[src/design/gbsw_pkg.sv]
// Shared types, codes and helper functions of the GIF block structure walker.
package gbsw_pkg;

  localparam int unsigned LEN_W     = 40;
  localparam int unsigned MIN_W     = 16;
  localparam int unsigned CFG_W     = 40;
  localparam int unsigned ADD_W     = 11;
  localparam int unsigned HDR_BYTES = 6;

  localparam logic [7:0] BLK_EXTENSION = 8'h21;
  localparam logic [7:0] BLK_IMAGE     = 8'h2c;
  localparam logic [7:0] BLK_TRAILER   = 8'h3b;
  localparam logic [7:0] BYTE_ZERO     = 8'h00;
  localparam logic [7:0] SIG_VER_NINE  = 8'h39;

  localparam logic [ADD_W-1:0] SCREEN_END   = 11'd13;
  localparam logic [ADD_W-1:0] EXT_SKIP     = 11'd2;
  localparam logic [ADD_W-1:0] IMAGE_SKIP   = 11'd9;
  localparam logic [ADD_W-1:0] DESC_SKIP    = 11'd2;
  localparam logic [ADD_W-1:0] SUB_SKIP     = 11'd1;
  localparam int unsigned      SCREEN_FLAGS = 10;

  localparam logic [LEN_W-1:0] MAX_SIZE_RESET = 40'hFF_FFFF_FFFF;
  localparam logic [MIN_W-1:0] MIN_SIZE_RESET = 16'd42;

  typedef enum logic {
    REG_MAX_SIZE = 1'b0,
    REG_MIN_SIZE = 1'b1
  } reg_index_t;

  typedef enum logic [2:0] {
    ST_RUN    = 3'd0,
    ST_VALID  = 3'd1,
    ST_FORMAT = 3'd2,
    ST_LIMIT  = 3'd3,
    ST_TRUNC  = 3'd4,
    ST_SHORT  = 3'd5
  } status_t;

  typedef enum logic [1:0] {
    PH_HEADER = 2'd0,
    PH_BLOCK  = 2'd1,
    PH_SUB    = 2'd2,
    PH_DESC   = 2'd3
  } phase_t;

  typedef struct packed {
    status_t          status;
    logic [LEN_W-1:0] file_length;
  } result_t;

  // Expected signature byte, "GIF87a"; the version digit may also be '9'.
  function automatic logic [7:0] sig_byte(input logic [2:0] idx);
    logic [7:0] b;
    case (idx)
      3'd0:    b = 8'h47;
      3'd1:    b = 8'h49;
      3'd2:    b = 8'h46;
      3'd3:    b = 8'h38;
      3'd4:    b = 8'h37;
      3'd5:    b = 8'h61;
      default: b = 8'h00;
    endcase
    return b;
  endfunction

  // Color table size in bytes for a flags byte, zero when no table follows.
  function automatic logic [9:0] table_bytes(input logic [7:0] flags);
    logic [9:0] n;
    if (!flags[7]) begin
      n = 10'd0;
    end else begin
      n = 10'd3 << (4'(flags[2:0]) + 4'd1);
    end
    return n;
  endfunction

endpackage

[src/design/gbsw_walker_regs.sv]
// Walk state registers and configuration registers of the walker.
module gbsw_walker_regs import gbsw_pkg::*; #(
  parameter int unsigned OFFSET_BITS = 40
) (
  input  logic                   clk,
  input  logic                   rst,
  input  logic                   advance,
  input  logic                   cfg_write,
  input  logic                   cfg_index,
  input  logic [CFG_W-1:0]       cfg_data,
  input  logic [OFFSET_BITS-1:0] byte_position_next,
  input  logic [OFFSET_BITS-1:0] next_mark_next,
  input  phase_t                 walk_phase_next,
  input  logic [7:0]             previous_byte_next,
  input  logic                   first_block_seen_next,
  input  logic                   walk_finished_next,
  output logic [OFFSET_BITS-1:0] byte_position,
  output logic [OFFSET_BITS-1:0] next_mark,
  output phase_t                 walk_phase,
  output logic [7:0]             previous_byte,
  output logic                   first_block_seen,
  output logic                   walk_finished,
  output logic [LEN_W-1:0]       max_file_size,
  output logic [MIN_W-1:0]       min_file_size
);

  always_ff @(posedge clk) begin
    if (rst) begin
      byte_position    <= '0;
      next_mark        <= '0;
      walk_phase       <= PH_HEADER;
      previous_byte    <= BYTE_ZERO;
      first_block_seen <= 1'b0;
      walk_finished    <= 1'b0;
    end else if (advance) begin
      byte_position    <= byte_position_next;
      next_mark        <= next_mark_next;
      walk_phase       <= walk_phase_next;
      previous_byte    <= previous_byte_next;
      first_block_seen <= first_block_seen_next;
      walk_finished    <= walk_finished_next;
    end
  end

  always_ff @(posedge clk) begin
    if (rst) begin
      max_file_size <= MAX_SIZE_RESET;
      min_file_size <= MIN_SIZE_RESET;
    end else if (cfg_write) begin
      unique case (reg_index_t'(cfg_index))
        REG_MAX_SIZE: max_file_size <= cfg_data[LEN_W-1:0];
        REG_MIN_SIZE: min_file_size <= cfg_data[MIN_W-1:0];
        default: ;
      endcase
    end
  end

endmodule

[config.mk]
export PLATFORM = sky130hd
export DESIGN_NAME = gbsw_walker_regs
export DESIGN_NICKNAME = d
export VERILOG_FILES = /design/src/design/gbsw_pkg.sv /design/src/design/gbsw_walker_regs.sv
export SDC_FILE = /design/constraint.sdc
export NUM_CORES = 1
export LEC_CHECK = 0
export BUFFER_PORTS_ARGS = -buffer_cell sky130_fd_sc_hd__buf_2
export CAP_MARGIN = 5
export CORE_AREA = 2 2 115 117
export DETAILED_ROUTE_END_ITERATION = 10
export DIE_AREA = 0 0 117 119
export PLACE_DENSITY = 0.82
export RECOVER_POWER = 50
export SLEW_MARGIN = 20
export SYNTH_ARGS = -nofsm -noshare
export SYNTH_HDL_FRONTEND = slang
export SYNTH_SLANG_ARGS = --single-unit
export TNS_END_PERCENT = 5
[constraint.sdc]
create_clock -name clk -period 1.8 [get_ports clk]
set_clock_uncertainty 0.2 [all_clocks]
set_input_delay 0.18 -clock clk [delete_from_list [all_inputs] [get_ports clk]]
set_output_delay 0.18 -clock clk [all_outputs]
set_load 0.1 [all_outputs]
# [Yosys cells after proc, flatten, opt, wreduce, memory -nomap -nowiden]
# Cells that the tools add are included.
[totals] output_inout_bits=148 register_bits=148 elab_cells=11
[op_classes] bitwise_logic=1 n_reduce_logical=2
[ops] op="2-bit AND reduction" n=2
[ops] op="1-bit NOT" n=1

# [Longest topological paths before layout]
# Gate-level depths: netlist (run 1).
[logic_depth] word_depth=2 depth_mapped=5

# [Least setup slack after synthesis (run 1)]
# No wires, ideal clock.
[synth_path] kind="reg2reg" start="register min_file_size[0] (netlist name)" end="register min_file_size[0]" period_less_slack_ns=1.589 setup_slack_ns=0.211 stages_incl_launch_ff=3 t_arrival_ns=1.319 setup_time_ns=0.070 required_time_ns=1.530 path_cell_list="dfxtp_1 -> a21bo_1 -> a21oi_1"
[synth_lines] item="end signal, assigned" line="gbsw_walker_regs.sv:52" source="REG_MIN_SIZE: min_file_size <= cfg_data[MIN_W-1:0];"
[synth_lines] item="end, declared" line="gbsw_walker_regs.sv:24" source="output logic [MIN_W-1:0] min_file_size"

# [Worst setup path after layout (run 1)]
[layout_path] start="input rst" end="register byte_position[29]"
[layout_lines] item="start, declared" line="gbsw_walker_regs.sv:6" source="input logic rst,"
[layout_lines] item="end signal, assigned" line="gbsw_walker_regs.sv:36" source="byte_position <= byte_position_next;"
[layout_lines] item="end, declared" line="gbsw_walker_regs.sv:17" source="output logic [OFFSET_BITS-1:0] byte_position,"
# No word-level cell between the ends.

==> results of run 1 <==
-- cells in the mapped netlist (all sizes together) --
library cell,count,area [sq um]
nor2b,1,6.26
nor2,172,646
buf,30,325
a21oi,16,80.1
a21bo,13,130
nand3,13,65.1
and2,1,6.26
mux2i,132,1320
clkbuf,12,45.0
a211oi,3,22.5
dfxtp,148,2960
-- area by class of cell --
| type | count | area, sq um |
|---|---|---|
| antenna | 2 | 5.00 |
| clock buffer | 23 | 468 |
| clock inverter | 8 | 173 |
| fill | 816 | 3690 |
| multi-input combinational | 351 | 2280 |
| sequential | 148 | 2960 |
| tap | 176 | 220 |
| timing repair buffer | 446 | 3070 |
-- layout by cell type, fill, tap and decap left out, drive strengths merged --
cell type,netlist,layout
a211oi,3,3
a21bo,13,13
a21oi,16,16
and2,1,1
buf,30,275
bufinv,0,5
clkbuf,12,44
clkinv,0,2
dfxtp,148,148
diode,0,2
dlygate4sd3,0,150
inv,0,1
mux2i,132,132
nand3,13,13
nor2,172,172
nor2b,1,1
-- repair_timing --
| item | 4_1_cts | 5_1_grt |
|---|---|---|
| endpoints found under the hold margin | 148 | 0 |
| endpoints found under the setup margin | 0 | 9 |
| gates resized for setup | 0 | 3 |
| hold buffers | 150 | 0 |
-- cells by family (layout without fill, tap and decap cells) --
kind of cell           after synthesis  in the layout  share of synthesized area
and+or+nand+nor                    187            187                      0.129
buffers and inverters               42            477                     0.0660
other                                0              2                          0
muxes                              132            132                      0.236
AOI/OAI and AO/OA                   32             32                     0.0415
DFF                                148            148                      0.528
-- power groups by stage --
stage | clock network [mW] | logic [mW] | registers [mW]
floorplan | 0 | 0.462 | 4.95
detailed placement | 0 | 2.19 | 3.62
CTS | 3.89 | 2.44 | 3.55
global route | 4.05 | 2.58 | 3.58
finish | 3.86 | 2.50 | 3.57
global placement | 0 | 2.17 | 3.61
-- worst max path at each step --
stage / depth (start not counted) / end / startpoint / slack (ns)
6_report: 4 / byte_position[29] / rst / 0.09
5_1_grt: 4 / byte_position[10] / rst / 0.05
4_1_cts: 4 / byte_position[33] / rst / 0.11
3_5_place_dp: 4 / max_file_size[7] / cfg_index / 0.43
3_3_place_gp: 4 / max_file_size[5] / cfg_index / 0.49
2_1_floorplan: 2 / min_file_size[0] / min_file_size[0] / 0.21
-- worst reg2reg max path: stages (launching register included) --
cell and delay, ns:
dfxtp_1 0.35, a21bo_1 0.22, a21oi_1 0.16, dlygate4sd3_1 0.58
-- metrics by stage --
step           utilization  setup slack (ns)  total power, mW  std cells
3_5_place_dp         0.550             0.433             5.81        971
3_3_place_gp         0.550             0.490             5.78        971
2_1_floorplan            -             0.211             5.41        541
4_1_cts              0.716             0.108             9.89       1152
6_report             0.714            0.0949             9.93       1154
5_1_grt              0.714            0.0500             10.2       1154
-- sequential cells by signal (all words and copies together) (netlist names) --
signal / flops
first_block_seen: 1
next_mark: 40
max_file_size: 40
previous_byte: 8
walk_phase: 2
min_file_size: 16
walk_finished: 1
byte_position: 40
-- layer usage --
metal / GRT usage / share of wire / vias up
li1: - / - / 2650
met1: 0.253 / 0.36 / 2622
met2: 0.491 / 0.52 / 303
met3: 0.0885 / 0.075 / 79
met4: 0.163 / 0.048 / 0
met5: 0 / 0 / -
==> summary.md, run 1 <==
| Metric | Value |
|---|---|
| First-pass GRT wire length | 28900 um |
| Final period util | 0.947 |
| # setup viols final | 0 |
| Gr usage total | 0.269 |
| Seq/Total Area, Yosys | 0.528 |
| Synth warn | 0 |
| Critical-path cell list | dlygate4sd3_1, buf_12, nor2_1, dlygate4sd3_1 |
| Hpwl dp | 9870 um |
| Total negative slack | 0 ns |
| Max cap viols | 0 |
| Startpoint types | input port |
| Worst EP required | 1.89 ns |
| Drt first-iter violations | 339 |
| Die footprint | 13900 sq um |
| Vias | 5654 |
| Starting Density | 0.436 |
| Clk sinks | 148 |
| Pwr/cell area | 1080 nW/um^2 |
| Internal power | 6.65 mW |
| CTS tree | built |
| Num rows | 42 |
| Post-synthesis register bit count | 148 |
| Peak VDD IR | 0.666 mV |
| PortBufs | 284 |
| Seq pwr share | 0.359 |
| Clk pwr share | 0.389 |
| Buffer and inverter count on the worst path | 3 |
| H-Tree Depth | 4 |
| Share of layout cells above drive strength 1 | 0.323 |
| Hold Path Stages | 3 |
| Root buffer cell | clkbuf_16 |
| Distinct cell type count after synthesis | 16 |
| CTS clock-pin slew for the worst setup and hold paths | 0.06 ns |
| Leak Pwr | 4.47 nW |
| Synth Cell Area | 5610 sq um |
| Syn_area_per_cell | 10.4 sq um |
| Syn nets | 678 |
| Hold path endpoint | min_file_size[12] |
| RSZ-0062 raised after global routing | false |
| Clock latency on the worst-skew pair | 0.40 ns |
| Placed Area | 7080 sq um |
| Slowest CP cell | dlygate4sd3_1 |
| Slew Limit Fails | 0 |
| Crit path time final | 1.71 ns |
| RR Startpoint | min_file_size[13] |
| Via/cell ratio | 4.90 |
| Die height | 119 um |
| Layout Nets | 1101 |
| Cell count after synthesis | 541 |
| R2R Setup Slk | 0.24 ns |
| Post-Route WL | 19200 um |
| F_max | 586 MHz |
| CTS Buffer Depth | 2 |
| Crit path max fanout | 62 |
| Biggest cell delay along the critical path | 0.62 ns |
| Largest net degree at the start of global routing | 63 |
| Total grt overflow | 0 |
| I/O pin total | 285 |
| Max-slew headroom | 0.619 |
| CP most frequent cell | dlygate4sd3_1 |
| WL/cell | 16.6 um |
| Die Wd | 117 um |
| Design Area, Final | 9190 sq um |
| Top delay family on crit path | buffers and inverters |
| Worst hold path startpoint | cfg_index |
| Final ANT Viol Nets | 0 |
| Register-to-Register Path Depth | 3 |
| Core box area | 12900 sq um |
| Hold Slack | 0.0376 ns |
| CP Class | input port to flop |
| Status | completed |
| WP data arrival | 1.79 ns |
| Routability congestion estimate | 0.785 |
| Least-Margin Pin Slew | 0.573 ns |
| Worst Hold Class | input port to flop |
| # DRC | 0 |
| Sw Share | 0.330 |
| CTS Buf Count | 17 |
| Final Hold Violating Endpoints | 0 |
| Combinational Power Share | 0.252 |
| Vias in the first global route | 5991 |
| Initial antenna violation count | 2 |
| Layout area overhead | 63.8% |
| Critical Path End Type | flop |
| R2r endpoint | min_file_size[13] |
| Postcts setup bufs | 0 |
| Pre-antenna DRT Iters | 5 |
| Psw | 3.27 mW |
No activity file was read; power rests on OpenSTA's default activity.
==> inputs of run 2 (changes only) <==
Settings changed: CORE_AREA 2 2 115 117 to 2 2 82 163, DIE_AREA 0 0 117 119 to 0 0 84 165.
==> run 2 against run 1 <==
Effect of this change:
- first-iteration DRC count down 45%
- sequential share of layout area rose by 0.88 points
- clock power is 13% lower
==> summary.md, run 2 (same netlist as run 1, synthesis figures left out) <==
| Metric | Value |
|---|---|
| CTS Buf Count | 17 |
| WL/cell | 16.6 um |
| Pwr/cell area | 1050 nW/um^2 |
| Leak Pwr | 4.39 nW |
| Root buffer cell | clkbuf_16 |
| Max-slew headroom | 0.637 |
| RSZ-0062 raised after global routing | false |
| Num rows | 58 |
| Pre-antenna DRT Iters | 5 |
| Die Wd | 84 um |
| Final period util | 0.934 |
| Total negative slack | 0 ns |
| Initial antenna violation count | 1 |
| Critical Path End Type | flop |
| Design Area, Final | 8940 sq um |
| Slew Limit Fails | 0 |
| Peak VDD IR | 0.749 mV |
| Register-to-Register Path Depth | 3 |
| # setup viols final | 0 |
| H-Tree Depth | 4 |
| Postcts setup bufs | 0 |
| Drt first-iter violations | 188 |
| Hold Path Stages | 3 |
| Total grt overflow | 0 |
| Hold path endpoint | next_mark[22] |
| F_max | 595 MHz |
| Core box area | 12600 sq um |
| Crit path max fanout | 35 |
| RR Startpoint | min_file_size[13] |
| Die height | 165 um |
| Crit path time final | 1.68 ns |
| Via/cell ratio | 4.98 |
| Number of fill cells in the layout | 801 |
| Commonest non-fill, non-tap cell in the layout | buf_2 |
| Layout Nets | 1087 |
| Max cap viols | 0 |
| WP data arrival | 1.77 ns |
| Worst Hold Class | input port to flop |
| Worst EP required | 1.89 ns |
| Most frequent cells in the layout | 279 x buf_2, 172 x nor2_1, 148 x dfxtp_1 |
| CP Class | input port to flop |
| Clk sinks | 148 |
| Die footprint | 13900 sq um |
| Layout area overhead | 59.4% |
| Startpoint types | input port |
| Share of layout cells above drive strength 1 | 0.339 |
| Vias in the first global route | 5860 |
| Clock latency on the worst-skew pair | 0.40 ns |
| Top flop regs | byte_position (40), max_file_size (40), next_mark (40) |
| I/O pin total | 285 |
| PortBufs | 284 |
| Largest net degree at the start of global routing | 49 |
| R2r endpoint | min_file_size[13] |
| Gr usage total | 0.262 |
| CTS tree | built |
| R2R Setup Slk | 0.28 ns |
| Placed Area | 7030 sq um |
| Starting Density | 0.447 |
| Routability congestion estimate | 0.805 |
| CTS clock-pin slew for the worst setup and hold paths | 0.06 ns |
| Total power | 9.39 mW |
| Final Hold Violating Endpoints | 0 |
| Final ANT Viol Nets | 0 |
| Hpwl dp | 10300 um |
| CTS Buffer Depth | 2 |
| Worst hold path startpoint | advance |
| Post-Route WL | 18500 um |
| First-pass GRT wire length | 28700 um |
| Vias | 5549 |
| Status | completed |
| Least-Margin Pin Slew | 0.546 ns |
| # DRC | 0 |
-- run 2: cell count changes in the layout (fill, tap and decap cells not counted), moves of 3 or more --
cell / before / now
clkbuf_2: 11 / 4
clkinvlp_4: 0 / 4
dlygate4sd3_1: 150 / 136
bufinv_16: 5 / 1
inv_6: 1 / 4
clkbuf_1: 13 / 3
buf_2: 265 / 279
-- run 2: repair_timing --
item,CTS,global route
setup endpoints to repair,0,0
hold buffers,136,0
endpoints found under the hold margin,148,0
resized for setup,0,0
-- run 2: cell type report --
cell class	instances	area [sq um]	area share
multi-input combinational	351	2280	0.255
clock buffer	19	433	0.0484
sequential	148	2960	0.331
antenna	1	2.50	0.000280
clock inverter	13	126	0.0141
tap	150	188	0.0210
timing repair buffer	432	2950	0.329
-- run 2: worst max-delay path by stage --
stage / start / endpoint / slack [ns] / cells after the start
CTS: byte_position[38] / byte_position[38] / 0.18 / 1
finish: rst / min_file_size[13] / 0.12 / 4
global route: rst / max_file_size[2] / 0.06 / 5
detailed placement: advance / previous_byte[1] / 0.46 / 4
global placement: advance / byte_position[0] / 0.50 / 4
floorplan: min_file_size[0] / min_file_size[0] / 0.21 / 2
-- run 2: critical path, stage by stage --
cell           delay (ns)
dlygate4sd3_1        0.53
buf_4                0.37
a21oi_1              0.08
dlygate4sd3_1        0.59
-- run 2: report_power, final --
part	switching, mW	leakage, nW	internal [mW]
clock	1.44	0.261	1.92
sequential	0.101	1.22	3.46
combinational	1.82	2.91	0.638
-- run 2: per-stage QoR --
step / std cells / util / hold WS, ns / worst slack, ns
after floorplan: 541 / - / 0.127 / 0.211
after global placement: 945 / 0.560 / 0.211 / 0.503
after detailed placement: 945 / 0.560 / 0.222 / 0.460
after CTS: 1113 / 0.713 / 0.00632 / 0.184
after global routing: 1114 / 0.712 / 0.0179 / 0.0577
final: 1114 / 0.712 / 0.0235 / 0.118
-- run 2: routing by layer --
| metal | part of all wire | global-route usage | vias up |
|---|---|---|---|
| li1 | - | - | 2615 |
| met1 | 0.35 | 0.258 | 2551 |
| met2 | 0.53 | 0.473 | 291 |
| met3 | 0.061 | 0.0680 | 92 |
| met4 | 0.062 | 0.179 | 0 |
| met5 | 0 | 0 | - |
