## src/design/gbsw_pkg.sv

```systemverilog
// Shared types, codes and helper functions of the GIF block structure walker.
package gbsw_pkg;

  localparam int unsigned LEN_W     = 40;
  localparam int unsigned MIN_W     = 16;
  localparam int unsigned CFG_W     = 40;
  localparam int unsigned ADD_W     = 11;
  localparam int unsigned HDR_BYTES = 6;

  localparam logic [7:0] BLK_EXTENSION = 8'h21;
  localparam logic [7:0] BLK_IMAGE     = 8'h2c;
  localparam logic [7:0] BLK_TRAILER   = 8'h3b;
  localparam logic [7:0] BYTE_ZERO     = 8'h00;
  localparam logic [7:0] SIG_VER_NINE  = 8'h39;

  localparam logic [ADD_W-1:0] SCREEN_END   = 11'd13;
  localparam logic [ADD_W-1:0] EXT_SKIP     = 11'd2;
  localparam logic [ADD_W-1:0] IMAGE_SKIP   = 11'd9;
  localparam logic [ADD_W-1:0] DESC_SKIP    = 11'd2;
  localparam logic [ADD_W-1:0] SUB_SKIP     = 11'd1;
  localparam int unsigned      SCREEN_FLAGS = 10;

  localparam logic [LEN_W-1:0] MAX_SIZE_RESET = 40'hFF_FFFF_FFFF;
  localparam logic [MIN_W-1:0] MIN_SIZE_RESET = 16'd42;

  typedef enum logic {
    REG_MAX_SIZE = 1'b0,
    REG_MIN_SIZE = 1'b1
  } reg_index_t;

  typedef enum logic [2:0] {
    ST_RUN    = 3'd0,
    ST_VALID  = 3'd1,
    ST_FORMAT = 3'd2,
    ST_LIMIT  = 3'd3,
    ST_TRUNC  = 3'd4,
    ST_SHORT  = 3'd5
  } status_t;

  typedef enum logic [1:0] {
    PH_HEADER = 2'd0,
    PH_BLOCK  = 2'd1,
    PH_SUB    = 2'd2,
    PH_DESC   = 2'd3
  } phase_t;

  typedef struct packed {
    status_t          status;
    logic [LEN_W-1:0] file_length;
  } result_t;

  // Expected signature byte, "GIF87a"; the version digit may also be '9'.
  function automatic logic [7:0] sig_byte(input logic [2:0] idx);
    logic [7:0] b;
    case (idx)
      3'd0:    b = 8'h47;
      3'd1:    b = 8'h49;
      3'd2:    b = 8'h46;
      3'd3:    b = 8'h38;
      3'd4:    b = 8'h37;
      3'd5:    b = 8'h61;
      default: b = 8'h00;
    endcase
    return b;
  endfunction

  // Color table size in bytes for a flags byte, zero when no table follows.
  function automatic logic [9:0] table_bytes(input logic [7:0] flags);
    logic [9:0] n;
    if (!flags[7]) begin
      n = 10'd0;
    end else begin
      n = 10'd3 << (4'(flags[2:0]) + 4'd1);
    end
    return n;
  endfunction

endpackage

```

## src/design/gbsw_step.sv

```systemverilog
// Per-byte walk logic: next walk state and the result for one accepted byte.
module gbsw_step import gbsw_pkg::*; #(
  parameter int unsigned OFFSET_BITS = 40
) (
  input  logic [7:0]             data_byte,
  input  logic                   first_byte,
  input  logic                   end_of_data,
  input  logic [OFFSET_BITS-1:0] byte_position,
  input  logic [OFFSET_BITS-1:0] next_mark,
  input  phase_t                 walk_phase,
  input  logic [7:0]             previous_byte,
  input  logic                   first_block_seen,
  input  logic                   walk_finished,
  input  logic [LEN_W-1:0]       max_file_size,
  input  logic [MIN_W-1:0]       min_file_size,
  output logic [OFFSET_BITS-1:0] byte_position_next,
  output logic [OFFSET_BITS-1:0] next_mark_next,
  output phase_t                 walk_phase_next,
  output logic [7:0]             previous_byte_next,
  output logic                   first_block_seen_next,
  output logic                   walk_finished_next,
  output result_t                result
);

  localparam int unsigned CMP_W = (OFFSET_BITS + 1 > LEN_W) ? OFFSET_BITS + 1 : LEN_W;

  logic [OFFSET_BITS-1:0] pos;
  logic [OFFSET_BITS-1:0] mark;
  phase_t                 phase;
  logic [7:0]             prev;
  logic                   seen;
  logic                   fin;

  logic [OFFSET_BITS-1:0] mark_base;
  logic [ADD_W-1:0]       mark_add;
  logic                   mark_set;
  logic [OFFSET_BITS:0]   new_mark;
  logic                   at_limit;
  logic [OFFSET_BITS:0]   len;
  logic [CMP_W-1:0]       len_c;
  logic                   sig_ok;
  status_t                status;
  logic                   done;

  // A first byte restarts the walk before the byte itself is looked at.
  always_comb begin
    if (first_byte) begin
      pos   = '0;
      mark  = '0;
      phase = PH_HEADER;
      prev  = BYTE_ZERO;
      seen  = 1'b0;
      fin   = 1'b0;
    end else begin
      pos   = byte_position;
      mark  = next_mark;
      phase = walk_phase;
      prev  = previous_byte;
      seen  = first_block_seen;
      fin   = walk_finished;
    end
  end

  assign new_mark = {1'b0, mark_base} + (OFFSET_BITS + 1)'(mark_add);
  assign at_limit = (CMP_W'(new_mark) >= CMP_W'(max_file_size)) || new_mark[OFFSET_BITS];
  assign len      = {1'b0, pos} + (OFFSET_BITS + 1)'(1);
  assign len_c    = CMP_W'(len);
  assign sig_ok   = (data_byte == sig_byte(pos[2:0])) ||
                    (pos[2:0] == 3'd4 && data_byte == SIG_VER_NINE);

  always_comb begin
    mark_base             = pos;
    mark_add              = '0;
    mark_set              = 1'b0;
    status                = ST_RUN;
    done                  = 1'b0;
    walk_phase_next       = phase;
    first_block_seen_next = seen;
    result.file_length    = '0;

    if (!fin) begin
      unique case (phase)
        PH_HEADER: begin
          if (pos < OFFSET_BITS'(HDR_BYTES)) begin
            if (!sig_ok) begin
              status = ST_FORMAT;
              done   = 1'b1;
            end
          end else if (pos == OFFSET_BITS'(SCREEN_FLAGS)) begin
            walk_phase_next = PH_BLOCK;
            mark_base       = '0;
            mark_add        = SCREEN_END + ADD_W'(table_bytes(data_byte));
            mark_set        = 1'b1;
          end
        end
        PH_BLOCK: begin
          if (pos == mark) begin
            if (data_byte == BLK_EXTENSION) begin
              first_block_seen_next = 1'b1;
              walk_phase_next       = PH_SUB;
              mark_add              = EXT_SKIP;
              mark_set              = 1'b1;
            end else if (data_byte == BLK_IMAGE) begin
              first_block_seen_next = 1'b1;
              walk_phase_next       = PH_DESC;
              mark_add              = IMAGE_SKIP;
              mark_set              = 1'b1;
            end else if (data_byte == BLK_TRAILER && seen) begin
              done = 1'b1;
              if (prev != BYTE_ZERO) begin
                status = ST_FORMAT;
              end else if (len_c < CMP_W'(min_file_size)) begin
                status = ST_SHORT;
              end else begin
                status             = ST_VALID;
                result.file_length = len_c[LEN_W-1:0];
              end
            end else begin
              status = ST_FORMAT;
              done   = 1'b1;
            end
          end
        end
        PH_DESC: begin
          if (pos == mark) begin
            walk_phase_next = PH_SUB;
            mark_add        = DESC_SKIP + ADD_W'(table_bytes(data_byte));
            mark_set        = 1'b1;
          end
        end
        PH_SUB: begin
          if (pos == mark) begin
            mark_add = SUB_SKIP + ADD_W'(data_byte);
            mark_set = 1'b1;
            // A zero-length sub-block closes the chain, unless the limit hit first.
            if (data_byte == BYTE_ZERO && !at_limit) begin
              walk_phase_next = PH_BLOCK;
            end
          end
        end
        default: begin
          status = ST_FORMAT;
          done   = 1'b1;
        end
      endcase

      if (mark_set && at_limit) begin
        status = ST_LIMIT;
        done   = 1'b1;
      end
      if (!done && end_of_data) begin
        status = ST_TRUNC;
        done   = 1'b1;
      end
    end
    result.status = status;
  end

  always_comb begin
    if (fin) begin
      byte_position_next = pos;
      next_mark_next     = mark;
      previous_byte_next = prev;
      walk_finished_next = fin;
    end else begin
      byte_position_next = len[OFFSET_BITS-1:0];
      next_mark_next     = mark_set ? new_mark[OFFSET_BITS-1:0] : mark;
      previous_byte_next = data_byte;
      walk_finished_next = done;
    end
  end

endmodule

```

## config.mk

```make
export PLATFORM = sky130hd
export DESIGN_NAME = gbsw_step
export DESIGN_NICKNAME = d
export VERILOG_FILES = /design/src/design/gbsw_pkg.sv /design/src/design/gbsw_step.sv
export SDC_FILE = /design/constraint.sdc
export NUM_CORES = 1
export LEC_CHECK = 0
export ABC_AREA = 1
export ABC_CLOCK_PERIOD_IN_PS = 8300
export BUFFER_PORTS_ARGS = -buffer_cell sky130_fd_sc_hd__buf_2
export CAP_MARGIN = 25
export CORE_ASPECT_RATIO = 1.75
export CORE_MARGIN = 2
export CORE_UTILIZATION = 52
export DETAILED_ROUTE_END_ITERATION = 7
export PLACE_DENSITY = 0.87
export REMOVE_ABC_BUFFERS = 1
export SYNTH_ARGS = -nofsm -noshare
export SYNTH_HDL_FRONTEND = slang
export SYNTH_SLANG_ARGS = --single-unit
```

## constraint.sdc

```tcl
create_clock -name vclk -period 8.3
set_input_delay 1.245 -clock vclk [all_inputs]
set_output_delay 1.245 -clock vclk [all_outputs]
set_load 0.1 [all_outputs]
```

==> metrics.txt, run 1 <==
# TYPE chip_impl_metric gauge
chip_impl_metric{name="grt_max_degree",unit=""} 63
chip_impl_metric{name="quantity_of_hold_fixing_buffers_added_after_cts",unit=""} 0
chip_impl_metric{name="grt_pass1_wl",unit="um"} 68800
chip_impl_metric{name="ys_warn_count",unit=""} 0
chip_impl_metric{name="first_global_vias",unit=""} 12813
chip_impl_metric{name="dp_hpwl",unit="um"} 33900
chip_impl_info{name="outcome",value="did not finish"} 1
chip_impl_metric{name="io_pins",unit=""} 293
chip_impl_metric{name="die_w",unit="um"} 94.3
chip_impl_metric{name="row_count",unit=""} 57
chip_impl_metric{name="overflow",unit=""} 57
chip_impl_info{name="failing_step",value="global routing (5_1_grt)"} 1
chip_impl_metric{name="routabilityCongestion",unit=""} 1.38
chip_impl_metric{name="synth_seq_area_share",unit="%"} 0
chip_impl_metric{name="post_synth_inst_count",unit=""} 1433
chip_impl_metric{name="initial_utilization",unit="%"} 53.3
chip_impl_metric{name="grt.total_usage",unit="%"} 59.2
chip_impl_info{name="error_message",value="[ERROR GRT-0116] Global routing finished with congestion. Check the congestion regions in the DRC Viewer."} 1
chip_impl_metric{name="port_buffers",unit=""} 293
chip_impl_metric{name="dieHeight",unit="um"} 162
chip_impl_metric{name="synth.cell_area",unit="um^2"} 7410
chip_impl_metric{name="yosysUniqueCellTypes",unit=""} 46
chip_impl_metric{name="postSynthAreaPerCell",unit="um^2"} 5.17
chip_impl_metric{name="placed_cells_incl_taps",unit=""} 2008
metrics by stage:
stage	area, um^2	worst slack [ps]
after detailed placement	10200	-338
after floorplan	7180	-666
after CTS	10300	3.22
after global placement	10200	-128
synth_stat cells (2+ instances only):
library cell,n,share of area (%)
sky130_fd_sc_hd__xnor2_1,11,1.3
sky130_fd_sc_hd__a21o_1,4,0.41
sky130_fd_sc_hd__xor2_1,60,7.1
sky130_fd_sc_hd__nand4_1,34,2.9
sky130_fd_sc_hd__a21oi_2,3,0.35
sky130_fd_sc_hd__clkbuf_1,11,0.56
sky130_fd_sc_hd__a22oi_1,2,0.20
sky130_fd_sc_hd__buf_4,7,0.71
sky130_fd_sc_hd__nor3_1,27,1.8
sky130_fd_sc_hd__nand2_1,353,18
sky130_fd_sc_hd__o21ai_1,15,1.0
sky130_fd_sc_hd__a21oi_1,54,3.6
sky130_fd_sc_hd__a31oi_1,5,0.42
sky130_fd_sc_hd__o21bai_1,2,0.20
sky130_fd_sc_hd__a211oi_1,3,0.30
sky130_fd_sc_hd__a22o_1,2,0.24
sky130_fd_sc_hd__nand3_1,70,4.7
sky130_fd_sc_hd__inv_2,4,0.20
sky130_fd_sc_hd__nor2_1,229,12
sky130_fd_sc_hd__buf_2,2,0.14
sky130_fd_sc_hd__mux2_4,13,2.6
sky130_fd_sc_hd__nor2_4,4,0.61
sky130_fd_sc_hd__o22ai_1,16,1.4
sky130_fd_sc_hd__nor4_1,9,0.76
sky130_fd_sc_hd__nor3_2,3,0.41
sky130_fd_sc_hd__nand3b_1,7,0.71
sky130_fd_sc_hd__or2_2,7,0.59
sky130_fd_sc_hd__buf_6,10,1.5
sky130_fd_sc_hd__nor2_2,11,0.93
sky130_fd_sc_hd__inv_1,267,14
sky130_fd_sc_hd__ha_1,79,13
sky130_fd_sc_hd__o21ai_0,91,6.1
sky130_fd_sc_hd__o211ai_1,2,0.20
sky130_fd_sc_hd__buf_1,4,0.20
cell families after synthesis:
family	Yosys count	synth area share [%]
and+or+nand+nor	757	43.2
buffers and inverters	306	16.9
AOI/OAI and AO/OA	205	15.2
adders and majority gates	80	13.6
xor gates and xnor gates	71	8.39
muxes	13	2.63
other	1	0.0506
routing by layer:
layer	overflow	GRT usage (%)
met5	0	9.72
met4	24	61.0
met3	4	38.8
met2	28	82.2
met1	1	54.8
what timing repair did:
action	4_1_cts
gates resized for setup	7
setup endpoints to repair	6
pin swaps	2
endpoints found under the hold margin	0
buffers inserted	1
==> inputs of run 2 (changes only) <==
CORE_ASPECT_RATIO = unset   (was 1.75)
CORE_UTILIZATION = 40   (was 52)
PLACE_DENSITY = unset   (was 0.87)
PLACE_DENSITY_LB_ADDON = 0.15   (was unset)
==> run 2 against run 1 <==
Compared with the run above:
- the flow now finishes, with violations (design-rule violations)
- synthesized area did not move
- synthesized cell count stayed put
==> metrics.txt, run 2 <==
# TYPE chip_impl_metric gauge
chip_impl_info{name="mostFrequentLayoutCells",value="sky130_fd_sc_hd__nand2_1, sky130_fd_sc_hd__buf_4, sky130_fd_sc_hd__inv_1"} 1
chip_impl_metric{name="io_pins",unit=""} 293
chip_impl_metric{name="port_buffers",unit=""} 293
chip_impl_info{name="synth.top_cells.by_count",value="sky130_fd_sc_hd__nand2_1, sky130_fd_sc_hd__inv_1, sky130_fd_sc_hd__nor2_1"} 1
chip_impl_metric{name="cpPeakStageDelay",unit="ps"} 430
chip_impl_info{name="worstSetupPathType",value="in2out"} 1
chip_impl_metric{name="coreArea",unit="um^2"} 18100
chip_impl_metric{name="f_max",unit="MHz"} 121
chip_impl_metric{name="grt.total_usage",unit="%"} 41.4
chip_impl_metric{name="hold_path_depth",unit=""} 4
chip_impl_metric{name="initial_utilization",unit="%"} 41.0
chip_impl_metric{name="postLayoutCoreUtil",unit="%"} 70.9
chip_impl_metric{name="yosys.area.top_type_share",unit="%"} 17.9
chip_impl_metric{name="met1_length",unit="um"} 15700
chip_impl_info{name="cpMostUsedCell",value="sky130_fd_sc_hd__buf_4"} 1
chip_impl_metric{name="area_growth_syn_to_layout",unit="%"} 73.0
chip_impl_metric{name="synth_seq_area_share",unit="%"} 0
chip_impl_metric{name="dieHeight",unit="um"} 140
chip_impl_metric{name="detailroute.via_count",unit=""} 12326
chip_impl_metric{name="grt_pass1_wl",unit="um"} 63400
chip_impl_metric{name="drt_first_pass_iters",unit=""} 8
chip_impl_metric{name="quantity_of_hold_fixing_buffers_added_after_cts",unit=""} 0
chip_impl_metric{name="grt_antenna_before_repair",unit=""} 1
chip_impl_metric{name="timing.setup.tns",unit="ps"} 0
chip_impl_metric{name="drt.antenna.violating_nets",unit=""} 0
chip_impl_info{name="worst_hold_path.endpoint",value="walk_finished_next"} 1
chip_impl_metric{name="first_iter_violations",unit=""} 1161
chip_impl_metric{name="peakVddDrop",unit="V"} 0.0000518
chip_impl_info{name="violations",value="design-rule violations"} 1
chip_impl_metric{name="final_stage_net_count",unit=""} 2246
chip_impl_metric{name="worst_slew_pin_slew",unit="ps"} 886
chip_impl_info{name="worst_setup_path_end_kind",value="primary output"} 1
chip_impl_metric{name="finalSetupViolCount",unit=""} 0
chip_impl_info{name="post-synth-top-area-cell",value="sky130_fd_sc_hd__nand2_1"} 1
chip_impl_metric{name="timing.final.ws_setup",unit="ps"} 66.5
chip_impl_metric{name="remaining_drc_errors",unit=""} 22
chip_impl_info{name="min_from",value="end_of_data"} 1
chip_impl_info{name="worstSetupStartpointType",value="input port"} 1
chip_impl_info{name="cp_slowest_cell",value="sky130_fd_sc_hd__fa_2"} 1
chip_impl_metric{name="n_antenna_cell",unit=""} 0
chip_impl_info{name="rsz0062_at_grt",value="true"} 1
chip_impl_metric{name="row_count",unit=""} 49
chip_impl_metric{name="worst_ep_arrival_time",unit="ps"} 6990
chip_impl_metric{name="average_wire_per_cell_in_the_routed_design",unit="um"} 19.6
chip_impl_info{name="outcome",value="finished with violations"} 1
chip_impl_metric{name="area_of_the_die",unit="um^2"} 19600
chip_impl_metric{name="detail_route.wirelength",unit="um"} 43700
chip_impl_info{name="post_synth_main_area_contributors",value="sky130_fd_sc_hd__nand2_1, sky130_fd_sc_hd__inv_1, sky130_fd_sc_hd__ha_1"} 1
chip_impl_metric{name="routabilityCongestion",unit=""} 1.13
chip_impl_metric{name="power_per_cell_area",unit="nW/um^2"} 73.8
chip_impl_metric{name="worst-endpoint-required",unit="ps"} 7050
chip_impl_metric{name="post_route_cells_drive_above_1_share",unit="%"} 39.3
chip_impl_metric{name="final-max-slew-violation-count",unit=""} 0
chip_impl_metric{name="synth.cell_area",unit="um^2"} 7410
chip_impl_metric{name="max_cap_viol_count",unit=""} 0
chip_impl_metric{name="post_synth_inst_count",unit=""} 1433
chip_impl_metric{name="cellLeakagePower",unit="uW"} 0.00728
chip_impl_metric{name="die_w",unit="um"} 140
chip_impl_metric{name="wl_met2",unit="um"} 20500
chip_impl_metric{name="period_needed",unit="ps"} 8230
chip_impl_metric{name="layout_worst_path_cycle_share",unit="%"} 99.2
chip_impl_metric{name="seq_cell_count",unit=""} 0
chip_impl_info{name="dr_top_layer",value="met5"} 1
chip_impl_info{name="min_path_type",value="in2out"} 1
chip_impl_metric{name="slew-limit-headroom",unit="%"} 40.4
chip_impl_metric{name="final_hold_viol_count",unit=""} 0
chip_impl_info{name="layout.cells.most_common",value="sky130_fd_sc_hd__nand2_1"} 1
chip_impl_metric{name="grt_max_degree",unit=""} 42
chip_impl_metric{name="detailed_route_vias_per_instance",unit=""} 5.51
chip_impl_metric{name="first_global_vias",unit=""} 11788
chip_impl_info{name="most_repeated_cell_in_the_gate_level_netlist_after_synthesis",value="sky130_fd_sc_hd__nand2_1"} 1
chip_impl_metric{name="overflow",unit=""} 0
chip_impl_metric{name="dp_hpwl",unit="um"} 37300
chip_impl_metric{name="yosysUniqueCellTypes",unit=""} 46
chip_impl_metric{name="ys_warn_count",unit=""} 0
chip_impl_metric{name="critical_path.max_fanout",unit=""} 7
chip_impl_metric{name="regArea",unit="um^2"} 0
chip_impl_metric{name="clkbuf_count",unit=""} 0
chip_impl_metric{name="met3RoutedLength",unit="um"} 3820
chip_impl_metric{name="place_ws",unit="ps"} -589
chip_impl_metric{name="postSynthAreaPerCell",unit="um^2"} 5.17
## run 2: cell counts after synthesis
Identical to the previous run, type by type.
## run 2: cell families after synthesis
family                   synth area share (%)
AO/OA/AOI/OAI                            15.2
buffers and inverters                    16.9
multiplexers                             2.63
other                                  0.0506
XOR/XNOR                                 8.39
AND/OR/NAND/NOR                          43.2
adder cells (fa/ha/maj)                  13.6
## run 2: worst max path at each step
stage                         endpoint  slack (ps)       start  cells past startpoint
floorplan                   result[41]        -670  first_byte                     48
global placement            result[41]        -540  first_byte                     43
detailed placement          result[41]        -590  first_byte                     45
CTS                 walk_finished_next           5  first_byte                     47
global route                result[41]        -110  first_byte                     49
finish              walk_finished_next          70  first_byte                     38
## run 2: metal layers
metal	vias to the layer above	global-route usage (%)
met3	235	4.68
met4	2	26.4
met2	843	73.7
met1	5547	46.9
met5	-	0
li1	5699	-
## run 2: cell type report
cell class / instances / area [um^2]
Tap cell: 229 / 287
Inverter: 272 / 1040
Fill cell: 1609 / 5260
Timing Repair Buffer: 607 / 4640
Multi-Input combinational cell: 1127 / 6850
## run 2: worst max-delay path, delay by kind of cell
family	cells	cell delay, ps
adders and majority gates	2	740
xor gates and xnor gates	1	300
AOI/OAI and AO/OA	4	860
buffers and inverters	11	1560
and+or+nand+nor	20	2240
## run 2: what timing repair did
item / 4_1_cts / 5_1_grt
gates cloned: 1 / 2
setup endpoints to repair: 6 / 6
setup buffers: 1 / 13
endpoints found under the hold margin: 0 / 0
gates resized for setup: 42 / 158
pin swaps: 8 / 64
## run 2: power by group
group | switching [uW] | internal [uW]
combinational | 635 | 312
clock | 0 | 0
sequential | 0 | 0
## run 2: per-stage QoR
stage / total power [uW] / area (um^2) / hold slack [ps] / std cells
6_report: 947 / 12800 / 2880 / 2235
4_1_cts: 889 / 12000 / 2900 / 2220
2_1_floorplan: 525 / 7180 / 2850 / 1399
3_5_place_dp: 875 / 11800 / 2900 / 2218
3_3_place_gp: 864 / 11800 / 2910 / 2217
5_1_grt: 990 / 12800 / 2890 / 2235
Note: power is estimated with default switching activity, not from simulation.
